==> src/hw/rtl/vsfs_div.sv <==
// Restoring unsigned divider, one quotient bit per cycle.
module vsfs_div #(
   parameter int NUM_W = 34,
   parameter int DEN_W = 18
) (
   input  logic             clock,
   input  logic             reset,
   input  logic             start,
   input  logic [NUM_W-1:0] numer,
   input  logic [DEN_W-1:0] denom,
   output logic             done,
   output logic [NUM_W-1:0] quot
);

   localparam int CNT_W = $clog2(NUM_W + 1);

   logic [NUM_W-1:0] quo_ff;
   logic [DEN_W:0]   rem_ff;
   logic [DEN_W-1:0] den_ff;
   logic [CNT_W-1:0] cnt_ff;
   logic             busy_ff;
   logic             done_ff;

   logic [DEN_W:0]   rem_sh;
   logic             fits;

   assign rem_sh = {rem_ff[DEN_W-1:0], quo_ff[NUM_W-1]};
   assign fits   = (rem_sh >= {1'b0, den_ff});

   always_ff @(posedge clock) begin
      if (reset) begin
         busy_ff <= 1'b0;
         done_ff <= 1'b0;
      end else begin
         done_ff <= 1'b0;
         if (start) begin
            busy_ff <= 1'b1;
         end else if (busy_ff && cnt_ff == CNT_W'(NUM_W - 1)) begin
            busy_ff <= 1'b0;
            done_ff <= 1'b1;
         end
      end
   end

   always_ff @(posedge clock) begin
      if (start) begin
         quo_ff <= numer;
         rem_ff <= '0;
         den_ff <= denom;
         cnt_ff <= '0;
      end else if (busy_ff) begin
         rem_ff <= fits ? (rem_sh - {1'b0, den_ff}) : rem_sh;
         quo_ff <= {quo_ff[NUM_W-2:0], fits};
         cnt_ff <= cnt_ff + CNT_W'(1);
      end
   end

   assign done = done_ff;
   assign quot = quo_ff;

endmodule

==> config.mk <==
export PLATFORM = sky130hd
export DESIGN_NAME = vsfs_div
export DESIGN_NICKNAME = d
export VERILOG_FILES = /design/src/hw/rtl/vsfs_div.sv
export SDC_FILE = /design/constraint.sdc
export NUM_CORES = 1
export LEC_CHECK = 0
export ABC_AREA = 0
export BUFFER_PORTS_ARGS = -buffer_cell sky130_fd_sc_hd__buf_2
export CAP_MARGIN = 20
export CORE_AREA = 2 2 133 135
export CTS_CLUSTER_DIAMETER = 100
export DETAILED_ROUTE_END_ITERATION = 12
export DIE_AREA = 0 0 135 137
export MAX_ROUTING_LAYER = met4
export PLACE_DENSITY_LB_ADDON = 0.08
export SLEW_MARGIN = 25
export SYNTH_ARGS = -nofsm -noshare
export SYNTH_HDL_FRONTEND = slang
export SYNTH_SLANG_ARGS = --single-unit
==> constraint.sdc <==
create_clock -name clock -period 5.7 [get_ports clock]
set_input_delay 0.855 -clock clock [delete_from_list [all_inputs] [get_ports clock]]
set_output_delay 0.855 -clock clock [all_outputs]
set_load 0.05 [all_outputs]
==> summary.md, run 1 <==
| Metric | Value |
|---|---|
| Worst-case reg-to-reg path depth | 7 |
| Reg power frac | 43.3% |
| Minimum clock period | 2.98 ns |
| Reg-to-Reg End | quot[0]$_DFFE_PP_ |
| RSZ-0062 raised after global routing | no |
| First drt pass iteration count | 4 |
| Peak supply drop | 0.000141 V |
| Initial antenna violation count | 0 |
| H-tree depth | 3 |
| CP max FO | 23 |
| Placed instance area | 0.00487 sq mm |
| FF+latch count, synth | 78 |
| CP arrival | 3.21 ns |
| Initial Util | 24.7% |
| Setup TNS | 0 ns |
| Largest net degree at the start of global routing | 41 |
| Fin Hold WS | 0.480 ns |
| Setup violators final | 0 |
| Vias per inst | 4.65 |
| N_diodes | 0 |
| Design area | 0.00517 sq mm |
| Clk pwr share | 38.4% |
| Fmax | 0.335 GHz |
| Setup crit start kind | flop |
| Final Util | 30.3% |
| Synth Flop Type | edfxtp_1 |
| Mapped Nets | 460 |
| Die area | 0.0185 sq mm |
| Outcome | completed |
| Fin cells | 699 |
| Final Hold Vio Count | 0 |
| Pre-CTS setup slack | 2.71 ns |
| Synth Instances | 384 |
| Clk sinks | 78 |
| DRT iter0 DRCs | 114 |
| Root Driver | clkbuf_16 |
| Core area | 0.0171 sq mm |
| WS Path Type | flop to flop |
| Setup bufs post-CTS | 0 |
| Worst-margin pin slew | 0.868 ns |
| CTS tree | built |
| DRT antenna net count | 0 |
| Layout Area Growth over Synthesis | 23.0% |
| TritonCTS buffer count | 9 |
| Nets | 545 |
| Final wirelength | 10700 microns |
| Reg2reg start | den_ff[14]$_DFFE_PP_ |
| CTS clock-pin slew for the worst setup and hold paths | 0.07 ns |
| Commonest non-fill, non-tap cells in the layout | 89 x buf_2, 52 x edfxtp_1, 40 x nand2_1 |
| DP HPWL | 7740 microns |
| DR vias | 3247 |
| Vias in the first global route | 3375 |
| Worst EP required | 5.93 ns |
| First-pass GRT wire length | 17700 microns |
| Combinational Power Share | 18.4% |
| Clk_skew | 0.00997 ns |
| Pwr Total | 1.56 mW |
| GRT Residual Overflow | 0 |
| Hold_buf cts | 0 |
| Commonest non-fill, non-tap cell in the layout | buf_2 |
| Final GP Congestion | 0.790 |
| Post-synth ARST share | 0% |
| Hold path start | cnt_ff[5]$_SDFFE_PP0P_ |
| Routed wire per std cell | 15.3 microns |
| Slew Viols, Final | 0 |
| Hold EP | done$_SDFF_PP0_ |
| CTS Buffer Depth | 2 |
| # port buffers | 89 |
| Total number of yosys warnings | 0 |
| NetSw | 0.469 mW |
| Top Ports | 90 |
| Sequential area share after synthesis | 49.5% |
| Internal | 1.09 mW |
| Post-Place Cells | 683 |
| Num rows | 48 |
| Leakage | 2.10 nW |
| Tightest Hold Check Type | flop to flop |
| DRC | 0 |
| Layout cells sized above 1 | 32.3% |
| Reg2Reg Setup Slack | 2.72 ns |
| Final period util | 52.3% |
| Crit. End Element | flop |
| EDFF count, synth | 52 |
| Sw Share | 30.0% |
| PwrDens | 302 mW/mm^2 |
| Post-Syn Area | 0.00421 sq mm |
| Distinct cells, synth | 57 |
| Final WS setup | 2.72 ns |
| Average size of a mapped cell | 11.0 sq um |
| Max-slew headroom at the worst pin | 41.5% |
| Worst-skew pair later-pin latency | 0.35 ns |
| Die span in x | 135 microns |
| Post-CTS sizing | 0 |
| Die height | 137 microns |
| GRT Util Overall | 12.7% |
| Max Cap Violations | 0 |
| Hold depth | 2 |
power by group through the flow:
stage,Sequential (mW),Clock (mW),Combinational [mW]
after floorplan,0.772,0,0.122
after global placement,0.688,0,0.291
after detailed placement,0.688,0,0.289
after CTS,0.677,0.623,0.290
after global routing,0.682,0.646,0.312
final,0.676,0.599,0.287
state kept, by name (all words and copies together), names as in the netlist:
| name | count |
|---|---|
| cnt_ff | 6 |
| busy_ff | 1 |
| quot | 34 |
| done | 1 |
| rem_ff | 18 |
| den_ff | 18 |
cell usage after synthesis, types with 2 or more instances:
library cell | number | area share, %
buf_2 | 4 | 0.48
mux2i_1 | 2 | 0.48
a21oi_1 | 18 | 2.1
and2_1 | 2 | 0.30
a32o_1 | 2 | 0.48
nand2b_1 | 4 | 0.59
a21o_1 | 4 | 0.71
o21ai_0 | 11 | 1.3
o311a_1 | 2 | 0.48
or3_1 | 6 | 0.89
nor2_1 | 25 | 2.2
ha_1 | 20 | 5.9
nand4_1 | 5 | 0.74
o221ai_1 | 2 | 0.42
o211ai_1 | 16 | 2.9
dfxtp_1 | 26 | 12
mux2_2 | 34 | 9.1
xnor2_1 | 9 | 1.9
nor4_1 | 2 | 0.30
edfxtp_1 | 52 | 37
clkbuf_1 | 10 | 0.89
a31o_2 | 4 | 0.83
buf_4 | 3 | 0.54
nor3_1 | 4 | 0.48
o31a_1 | 4 | 0.83
buf_6 | 2 | 0.54
xor2_1 | 7 | 1.5
a211o_1 | 3 | 0.62
nand2_1 | 40 | 3.6
o31ai_1 | 5 | 0.89
o21ai_1 | 2 | 0.24
a211oi_1 | 3 | 0.54
inv_1 | 23 | 2.1
a41o_1 | 3 | 0.71
nand3_1 | 3 | 0.36
worst max-delay path by stage:
stage,startpoint,end,slack (ns)
after detailed placement,den_ff[14]$_DFFE_PP_,quot[0]$_DFFE_PP_,2.71
after global routing,den_ff[14]$_DFFE_PP_,quot[0]$_DFFE_PP_,2.35
after CTS,den_ff[14]$_DFFE_PP_,quot[0]$_DFFE_PP_,2.69
after global placement,den_ff[14]$_DFFE_PP_,quot[0]$_DFFE_PP_,2.81
final,den_ff[14]$_DFFE_PP_,quot[0]$_DFFE_PP_,2.72
after floorplan,quot[33]$_DFFE_PP_,rem_ff[14]$_SDFFE_PP0P_,3.04
critical path, stage by stage, from the launching register on:
cell and delay [ns]:
edfxtp_1 0.32, inv_1 0.04, ha_1 0.43, nand2_1 0.19, nor4_1 0.51, a41o_1 0.83, or2_4 0.36, mux2_2 0.17
layer usage:
| metal | part of all wire [%] | global-route usage [%] |
|---|---|---|
| met5 | 0 | - |
| met4 | 1.5 | 4.40 |
| met3 | 4.5 | 3.48 |
| met2 | 47 | 19.6 |
| met1 | 47 | 16.1 |
cell families (layout without fill, tap and decap cells):
| kind of cell | after synthesis | after routing | share of synthesized area (%) |
|---|---|---|---|
| simple gates | 97 | 97 | 10.6 |
| compound gates | 92 | 92 | 15.9 |
| flops | 78 | 78 | 49.5 |
| buf+inv | 44 | 134 | 4.70 |
| mux | 36 | 36 | 9.58 |
| fa+ha+maj | 21 | 21 | 6.42 |
| xor+xnor | 16 | 16 | 3.33 |
cell type report:
class	instances	area (sq um)
tap	225	282
clock inverter	7	80.1
multi-input combinational	262	1930
inverter	23	86.3
timing repair buffer	95	490
clock buffer	9	225
sequential	78	2080
fill	1853	11900
No activity file was read; power rests on OpenSTA's default activity.
==> run 2: changes to the inputs <==
Clock period 5.7 ns to 2.9 ns, I/O delays scaled along.
==> run 2 against run 1 <==
Effect of this change:
- critical path depth up 3
- sequential power up 97%
- die area unchanged
- combinational power up 100%
- flip-flop and latch count unchanged
==> summary.md, run 2 (synthesized netlist as in run 1, its figures left out) <==
| Metric | Value |
|---|---|
| Final Util | 30.8% |
| Pwr Total | 3.11 mW |
| Crit-path max cell delay | 0.41 ns |
| DR vias | 3303 |
| # port buffers | 89 |
| Leakage | 2.15 nW |
| PwrDens | 592 mW/mm^2 |
| Tightest Hold Check Type | primary input to flop |
| Pre-CTS setup slack | 0.281 ns |
| Most common cell on crit path | inv_1 |
| TritonCTS buffer count | 9 |
| CTS Buffer Depth | 2 |
| Layout cells sized above 1 | 32.7% |
| Post-Place Cells | 692 |
| Die span in x | 135 microns |
| Critical-path cell list | inv_1 > ha_1 > inv_1 > fa_1 > a211oi_1 > o21ai_1 > a41o_1 > o41a_1 > o2111ai_1 > o211ai_1 |
| Outcome | completed |
| Worst EP required | 3.11 ns |
| Num rows | 48 |
| Initial Util | 24.7% |
| Fmax | 0.393 GHz |
| Vias per inst | 4.67 |
| First-pass GRT wire length | 18100 microns |
| Minimum clock period | 2.54 ns |
| Setup crit start kind | flop |
| Worst-skew pair later-pin latency | 0.34 ns |
| Largest net degree at the start of global routing | 35 |
| Final wirelength | 11300 microns |
| DRT iter0 DRCs | 124 |
| CTS tree | built |
| Final GP Congestion | 0.867 |
| Nets | 554 |
| Clk sinks | 78 |
| CP max stage cell | fa_1 |
| WS Path Type | flop to flop |
| Placed instance area | 0.00493 sq mm |
| Slew Viols, Final | 0 |
| Final period util | 87.7% |
| Final WS setup | 0.358 ns |
| # fillers | 1826 |
| Layout Area Growth over Synthesis | 24.8% |
| Final Hold Vio Count | 0 |
| Root Driver | clkbuf_16 |
| Vias in the first global route | 3475 |
| Top Ports | 90 |
| Max FFs per register | 34 |
| RSZ-0062 raised after global routing | no |
| First drt pass iteration count | 4 |
| Fin Hold WS | 0.267 ns |
| Hold_buf cts | 0 |
| Area of the multi-input gates | 0.00193 sq mm |
| Design area | 0.00525 sq mm |
| Core area | 0.0171 sq mm |
| Max-slew headroom at the worst pin | 40.9% |
| Die height | 137 microns |
| Fin cells | 708 |
| CP arrival | 2.76 ns |
| N_diodes | 0 |
| CP max FO | 5 |
| Reg2Reg Setup Slack | 0.36 ns |
| DP HPWL | 8130 microns |
| GRT Residual Overflow | 0 |
| GRT Util Overall | 13.1% |
| Commonest non-fill, non-tap cell in the layout | buf_2 |
| Worst-margin pin slew | 0.884 ns |
| Commonest non-fill, non-tap cells in the layout | 89 x buf_2, 52 x edfxtp_1, 40 x nand2_1 |
| Max Cap Violations | 0 |
| Setup TNS | 0 ns |
| Crit. End Element | flop |
| DRC | 0 |
| Routed wire per std cell | 15.9 microns |
| Setup violators final | 0 |
| Die area | 0.0185 sq mm |
| Initial antenna violation count | 0 |
| FF/Latch Area | 0.00208 sq mm |
| H-tree depth | 3 |
| CTS clock-pin slew for the worst setup and hold paths | 0.06 ns |
| DRT antenna net count | 0 |
| Peak supply drop | 0.000280 V |
| Clk_skew | 0.00797 ns |
[run 2: power breakdown]
part / switching [mW] / internal [mW]
clock network: 0.459 / 0.746
registers: 0.0417 / 1.28
logic: 0.385 / 0.193
[run 2: final cells by class]
cell class	count	share of cell area, %
flip-flops and latches	78	39.7
well taps	225	5.36
inverters	23	1.64
multi-input cells	262	36.7
clock inverters	2	0.739
repair buffers	104	10.6
clock buffers	14	5.24
[run 2: per-layer routing]
layer	up-vias	part of all wire [%]	global-route usage, %
li1	1620	-	-
met1	1596	48	16.8
met2	70	45	20.4
met3	17	4.1	2.52
met4	0	2.3	5.56
met5	-	0	-
[run 2: what timing repair did]
action                     4_1_cts  5_1_grt
setup endpoints to repair        0        1
resized for setup                0        1
buffers inserted                 0        0
[run 2: final timing paths]
kind | startpoint | end | cells past startpoint
setup reg to reg | quot[33]$_DFFE_PP_ | rem_ff[14]$_SDFFE_PP0P_ | 10
hold / removal | denom[7] | den_ff[7]$_DFFE_PP_ | 1
hold reg to reg | cnt_ff[5]$_SDFFE_PP0P_ | done$_SDFF_PP0_ | 2
setup / recovery | quot[33]$_DFFE_PP_ | rem_ff[14]$_SDFFE_PP0P_ | 10
[run 2: worst max-delay path: cells and delay by family, from the launching register on]
| family | cells | cell delay (ns) |
|---|---|---|
| flip-flops | 1 | 0.39 |
| AO/OA/AOI/OAI | 6 | 1.30 |
| buffers and inverters | 2 | 0.16 |
| adder cells (fa/ha/maj) | 2 | 0.58 |
