[config.mk]
export PLATFORM = sky130hd
export DESIGN_NAME = vsfs_sqrt
export DESIGN_NICKNAME = d
export VERILOG_FILES = /design/src/hw/rtl/vsfs_sqrt.sv
export SDC_FILE = /design/constraint.sdc
export NUM_CORES = 1
export LEC_CHECK = 0
export ABC_AREA = 1
export BUFFER_PORTS_ARGS = -buffer_cell sky130_fd_sc_hd__clkbuf_2
export CAP_MARGIN = 5
export CELL_PAD_IN_SITES_DETAIL_PLACEMENT = 2
export CELL_PAD_IN_SITES_GLOBAL_PLACEMENT = 2
export CORE_UTILIZATION = 33
export CTS_CLUSTER_SIZE = 40
export DETAILED_ROUTE_END_ITERATION = 8
export GPL_ROUTABILITY_DRIVEN = 0
export PLACE_DENSITY_LB_ADDON = 0.1
export SYNTH_ARGS = -nofsm -noshare
export SYNTH_HDL_FRONTEND = slang
export SYNTH_SLANG_ARGS = --single-unit
[constraint.sdc]
create_clock -name clock -period 2.8 [get_ports clock]
set_input_delay 0.42 -clock clock [delete_from_list [all_inputs] [get_ports clock]]
set_output_delay 0.42 -clock clock [all_outputs]
set_load 0.02 [all_outputs]
[src/hw/rtl/vsfs_sqrt.sv]
// Iterative integer square root, one root bit per cycle.
module vsfs_sqrt #(
   parameter int WIDTH = 40
) (
   input  logic               clock,
   input  logic               reset,
   input  logic               start,
   input  logic [WIDTH-1:0]   operand,
   output logic               done,
   output logic [WIDTH/2-1:0] root
);

   localparam int RW    = WIDTH / 2;
   localparam int CNT_W = $clog2(RW + 1);

   logic [WIDTH-1:0] op_ff;
   logic [RW+1:0]    rem_ff;
   logic [RW-1:0]    root_ff;
   logic [CNT_W-1:0] cnt_ff;
   logic             busy_ff;
   logic             done_ff;

   logic [RW+1:0]    rem_sh;
   logic [RW+1:0]    trial;
   logic             fits;

   assign rem_sh = {rem_ff[RW-1:0], op_ff[WIDTH-1:WIDTH-2]};
   assign trial  = {root_ff, 2'b01};
   assign fits   = (rem_sh >= trial);

   always_ff @(posedge clock) begin
      if (reset) begin
         busy_ff <= 1'b0;
         done_ff <= 1'b0;
      end else begin
         done_ff <= 1'b0;
         if (start) begin
            busy_ff <= 1'b1;
         end else if (busy_ff && cnt_ff == CNT_W'(RW - 1)) begin
            busy_ff <= 1'b0;
            done_ff <= 1'b1;
         end
      end
   end

   always_ff @(posedge clock) begin
      if (start) begin
         op_ff   <= operand;
         rem_ff  <= '0;
         root_ff <= '0;
         cnt_ff  <= '0;
      end else if (busy_ff) begin
         op_ff   <= {op_ff[WIDTH-3:0], 2'b00};
         rem_ff  <= fits ? (rem_sh - trial) : rem_sh;
         root_ff <= {root_ff[RW-2:0], fits};
         cnt_ff  <= cnt_ff + CNT_W'(1);
      end
   end

   assign done = done_ff;
   assign root = root_ff;

endmodule

==> flow_metrics.env, run 1 <==
export IMPL_status="finished, final reports clean"
export IMPL_synth_main_ff_cell="dfxtp_1"
export IMPL_p_comb_frac=0.584
export IMPL_synthArstFlopShare=0
export IMPL_grt_pass1_vias=5108
export IMPL_grt_use_total=0.212
export IMPL_antenna_cells=0
export IMPL_clockBufferDepth=2
export IMPL_post_route_drc_count=0
export IMPL_fin_worst_skew_ns=0.00800
export IMPL_setup_viol_count_final=0
export IMPL_path_clk_slew_ns=0.07
export IMPL_start_util=0.344
export IMPL_portBuffers=63
export IMPL_setup_ws_ns=0.369
export IMPL_final_min_clock_period_ns=2.43
export IMPL_switchingPower_mw=3.43
export IMPL_synthCells=707
export IMPL_rsz0062_at_grt="no"
export IMPL_internal_power_mw=3.29
export IMPL_htreeDepth=3
export IMPL_cts_setup_buffers=0
export IMPL_firstDrtPassIters=4
export IMPL_clk_latency_ns=0.36
export IMPL_routed_wl_mm=15.9
export IMPL_maxCapViolCount=0
export IMPL_grt_pass1_wl_mm=26.1
export IMPL_cts_hold_buffers=0
export IMPL_worstMarginPinSlew_ns=0.733
export IMPL_dp_hpwl_mm=12.3
export IMPL_cts_resized=0
export IMPL_ir_drop_uv=416
export IMPL_vias=4716
export IMPL_cts_root_buf="clkbuf_16"
export IMPL_critPathLaunchType="flop"
export IMPL_layout_nets=829
export IMPL_final_util=0.394
export IMPL_netlist_top_cell_by_area="edfxtp_1"
export IMPL_fillCellCount=1789
export IMPL_synth_area_sq_um=5070
export IMPL_seq_area_frac_synth=0.422
export IMPL_dr_max_layer_used="met4"
export IMPL_place_ws_ns=0.427
export IMPL_p_sw_frac=0.510
export IMPL_pwr_share_clk=0.173
export IMPL_synth_top_area_share=0.237
export IMPL_powerDensity_nw_per_um2=1160
export IMPL_multi_input_area_sq_um=2400
export IMPL_critPathArrivalTime_ns=2.68
export IMPL_met3WireLength_um=458
export IMPL_dieArea_sq_um=15900
export IMPL_numCtsBuffers=9
export IMPL_p_leak_nw=3.03
export IMPL_coreArea_sq_um=14800
export IMPL_seq_power_share=0.243
export IMPL_end_kind="flop"
export IMPL_clkSinkCount=87
export IMPL_required_ns=3.05
export IMPL_register_area_sq_um=2140
export IMPL_cts_tree="yes"
export IMPL_finalCritPeriodShare=0.868
export IMPL_die_h_um=126
export IMPL_crit_fanout=23
export IMPL_synth_nets=773
export IMPL_path_class="reg2reg"
export IMPL_met2_length_mm=8.01
export IMPL_fin_setup_tns_ns=0
export IMPL_drive_above_1_share=0.141
export IMPL_wl_per_cell_um=16.7
export IMPL_min_path_type="in2reg"
export IMPL_yosysUniqueCellTypes=37
export IMPL_drv_slew=0
export IMPL_report_power_total_mw=6.73
export IMPL_synth_common_cells="nand2_1 (281), inv_1 (106), dfxtp_1 (47), edfxtp_1 (40)"
export IMPL_synth_edf_count=40
export IMPL_grt_antenna_before_repair=0
export IMPL_slew_headroom=0.508
export IMPL_grt_overflow=0
export IMPL_pin_count=64
export IMPL_rrSetupSlack_ns=0.37
export IMPL_max_freq_ghz=0.411
export IMPL_syn_to_final_growth_pct=14.6
export IMPL_ys_ff_latch=87
export IMPL_synth_most_common_cell="nand2_1"
export IMPL_synth_avg_cell_area_sq_um=7.18
export IMPL_drtIter0Drc=130
export IMPL_viasPerCell=4.95
export IMPL_holdWs_ns=0.234
export IMPL_yosys_top_cells_area="edfxtp_1 (24%), nand2_1 (21%), dfxtp_1 (19%)"
export IMPL_final_hold_viol_count=0
export IMPL_wl_met1_mm=7.20
export IMPL_ys_warn_count=0
export IMPL_dieWidth_um=126
export IMPL_grt_max_degree=58
export IMPL_postRouteAntennaNets=0
export IMPL_rows=44
layer usage:
metal | GRT usage | vias to the layer above
met5 | 0 | -
met4 | 0.0510 | 0
met3 | 0.0455 | 10
met2 | 0.380 | 63
met1 | 0.257 | 2289
li1 | - | 2354
final cells by class:
class | instances | share of cell area
Multi-Input combinational cell | 489 | 0.413
Sequential cell | 87 | 0.368
Inverter | 108 | 0.0697
Timing Repair Buffer | 68 | 0.0628
Tap cell | 184 | 0.0396
Clock buffer | 10 | 0.0394
Clock inverter | 6 | 0.00753
through the flow:
stage          std cells  instance area, sq um
2_1_floorplan        707                  5070
3_3_place_gp         936                  5540
3_5_place_dp         936                  5540
4_1_cts              952                  5820
5_1_grt              952                  5820
6_report             952                  5820
power by group through the flow:
stage	clock [mW]	combinational [mW]	sequential, mW
floorplan	0	3.09	1.60
global placement	0	3.82	1.66
detailed placement	0	3.94	1.66
CTS	1.20	4.00	1.63
global route	1.24	4.44	1.65
finish	1.17	3.93	1.63
registers in the layout, indices dropped and copies added (netlist names):
signal / cells
op_ff: 40
rem_ff: 20
root: 20
cnt_ff: 5
busy_ff: 1
done: 1
path summary, 6_finish.rpt:
| path | from | to | cells after the start |
|---|---|---|---|
| hold / removal | reset | done | 2 |
| hold reg to reg | op_ff[27] | op_ff[29] | 2 |
| setup reg to reg | root[0] | rem_ff[0] | 14 |
| setup / recovery | root[0] | rem_ff[0] | 14 |
worst max-delay path, cell delays in order, from the launching register on:
cell     delay [ns]
dfxtp_1        0.38
inv_1          0.09
ha_1           0.40
nand2_2        0.13
nor2_1         0.08
nand2_1        0.08
nor2_1         0.05
nand2_1        0.07
nand2_1        0.10
nor2_4         0.33
nand2_8        0.19
inv_1          0.14
nand2_1        0.10
nor2_1         0.14
nor2_1         0.06
kinds of logic after synthesis:
kind of cell | after synthesis | synth area share
buffers and inverters | 131 | 0.106
DFF | 87 | 0.422
xor gates and xnor gates | 6 | 0.0104
adders and majority gates | 23 | 0.0567
and+or+nand+nor | 409 | 0.347
AOI/OAI and AO/OA | 51 | 0.0584
placed cells by master (no fill, tap or decap), types with 2 or more instances in the layout:
| cell | n |
|---|---|
| o21ai_0 | 5 |
| xnor2_1 | 5 |
| nand3_1 | 39 |
| ha_1 | 23 |
| clkbuf_2 | 63 |
| clkbuf_16 | 9 |
| nand2_1 | 280 |
| clkinv_2 | 2 |
| nand2_2 | 8 |
| o21ai_1 | 4 |
| edfxtp_1 | 40 |
| nand4_1 | 18 |
| inv_1 | 106 |
| and3_1 | 2 |
| buf_4 | 4 |
| a21oi_1 | 16 |
| nor3_1 | 6 |
| dfxtp_1 | 47 |
| inv_6 | 2 |
| o211ai_1 | 3 |
| nor2_1 | 39 |
| nand3_2 | 8 |
| nor2_2 | 3 |
| o22ai_1 | 19 |
Note: power is estimated with default switching activity, not from simulation.
==> run 2, diff against run 1 <==
--- a/config.mk
+++ b/config.mk
@@ -10,10 +10,12 @@
 export CAP_MARGIN = 5
 export CELL_PAD_IN_SITES_DETAIL_PLACEMENT = 2
 export CELL_PAD_IN_SITES_GLOBAL_PLACEMENT = 2
+export CORE_MARGIN = 2
 export CORE_UTILIZATION = 33
 export CTS_CLUSTER_SIZE = 40
 export DETAILED_ROUTE_END_ITERATION = 8
 export GPL_ROUTABILITY_DRIVEN = 0
+export MAX_ROUTING_LAYER = met4
 export PLACE_DENSITY_LB_ADDON = 0.1
 export SYNTH_ARGS = -nofsm -noshare
 export SYNTH_HDL_FRONTEND = slang
==> run 2 against run 1 <==
Power up 2.9%. Sequential share of layout area down 0.34 points. Maximum frequency up 2.8%. Die area up 3.2%. Clock power up 10%. Hold slack worse by 0.011 ns. Non-clock buffer count up 2. Critical path depth unchanged. Clock-buffer cell count unchanged. Critical path type unchanged.
==> flow_metrics.env, run 2 (synthesis results as in run 1) <==
export IMPL_status="finished, final reports clean"
export IMPL_post_route_drc_count=0
export IMPL_ir_drop_uv=711
export IMPL_final_util=0.389
export IMPL_grt_antenna_before_repair=0
export IMPL_maxCapViolCount=0
export IMPL_final_hold_viol_count=0
export IMPL_path_class="reg2reg"
export IMPL_grt_pass1_vias=5254
export IMPL_postRouteAntennaNets=0
export IMPL_slew_headroom=0.606
export IMPL_critPathArrivalTime_ns=2.60
export IMPL_min_path_type="in2reg"
export IMPL_fin_setup_tns_ns=0
export IMPL_coreArea_sq_um=15100
export IMPL_dpl_cell_area_sq_um=5560
export IMPL_clk_latency_ns=0.35
export IMPL_dieWidth_um=128
export IMPL_viasPerCell=4.94
export IMPL_cts_resized=0
export IMPL_drive_above_1_share=0.143
export IMPL_max_freq_ghz=0.423
export IMPL_grt_max_degree=58
export IMPL_antenna_cells=0
export IMPL_clkSinkCount=87
export IMPL_rrSetupSlack_ns=0.44
export IMPL_die_h_um=128
export IMPL_p_leak_nw=3.06
export IMPL_syn_to_final_growth_pct=15.7
export IMPL_fin_worst_skew_ns=0.00712
export IMPL_dp_hpwl_mm=12.6
export IMPL_finalCritPeriodShare=0.844
export IMPL_required_ns=3.03
export IMPL_routed_wl_mm=16.3
export IMPL_wl_per_cell_um=17.0
export IMPL_grt_use_total=0.218
export IMPL_critPathLaunchType="flop"
export IMPL_cts_tree="yes"
export IMPL_final_min_clock_period_ns=2.36
export IMPL_cts_hold_buffers=0
export IMPL_layout_nets=831
export IMPL_fillCellCount=1828
export IMPL_portBuffers=63
export IMPL_drv_slew=0
export IMPL_pin_count=64
export IMPL_end_kind="flop"
export IMPL_postLayoutCellArea_sq_um=5870
export IMPL_cts_setup_buffers=0
export IMPL_final_common_cell="nand2_1"
export IMPL_crit_fanout=23
export IMPL_rows=45
export IMPL_powerDensity_nw_per_um2=1180
export IMPL_dieArea_sq_um=16400
export IMPL_worstMarginPinSlew_ns=0.591
export IMPL_largest_reg_flops=40
export IMPL_regMostFlops="op_ff"
export IMPL_grt_overflow=0
export IMPL_multi_input_area_sq_um=2400
export IMPL_rsz0062_at_grt="no"
export IMPL_cts_root_buf="clkbuf_16"
export IMPL_register_area_sq_um=2140
export IMPL_grt_pass1_wl_mm=26.8
export IMPL_firstDrtPassIters=4
export IMPL_start_util=0.336
export IMPL_numCtsBuffers=9
export IMPL_drtIter0Drc=124
export IMPL_most_common_layout_cells="nand2_1 (280), inv_1 (106), clkbuf_2 (63), dfxtp_1 (47), edfxtp_1 (40)"
export IMPL_path_clk_slew_ns=0.07
export IMPL_htreeDepth=3
export IMPL_vias=4736
export IMPL_setup_viol_count_final=0
export IMPL_clockBufferDepth=2
run 2: final timing paths:
kind | start | to | cells after the start
worst max-delay path | root[7] | rem_ff[17] | 14
worst max register to register | root[7] | rem_ff[17] | 14
worst min register to register | op_ff[25] | op_ff[27] | 2
worst min-delay path | reset | done | 2
run 2: area by class of cell:
type                       count  share of cell area
timing repair buffer          70              0.0648
tap                          188              0.0401
multi-input combinational    489               0.409
inverter                     108              0.0691
sequential                    87               0.365
clock inverter                 6              0.0132
clock buffer                  10              0.0390
run 2: per-layer routing:
layer | GRT usage | vias up | share of wire
li1 | - | 2356 | -
met1 | 0.261 | 2276 | 0.45
met4 | 0.0756 | 0 | 0.025
met3 | 0.0338 | 26 | 0.027
met2 | 0.374 | 78 | 0.49
met5 | - | - | 0
run 2: report_power, final:
group	switching, mW	internal, mW	leakage (nW)
clock	0.576	0.711	0.147
combinational	2.81	1.19	2.12
sequential	0.135	1.50	0.794
run 2: worst max-delay path, stage by stage (launching register included):
cell,delay [ns]
dfxtp_1,0.33
inv_1,0.08
ha_1,0.39
nand2_2,0.17
nor2_2,0.07
nand2_1,0.10
nor2_1,0.05
nand2_1,0.05
nand2_1,0.08
nor2_4,0.33
nand2_8,0.19
nand2_2,0.14
nor2_1,0.09
nor2_1,0.12
nor2_1,0.05
run 2: metrics by stage:
stage / setup slack (ns) / cells / total power [mW] / hold slack (ns)
after floorplan: 0.499 / 707 / 4.69 / 0.467
after global placement: 0.531 / 942 / 5.49 / 0.492
after detailed placement: 0.439 / 942 / 5.64 / 0.502
after CTS: 0.381 / 958 / 7.00 / 0.213
after global routing: 0.111 / 958 / 7.53 / 0.246
final: 0.436 / 958 / 6.92 / 0.223
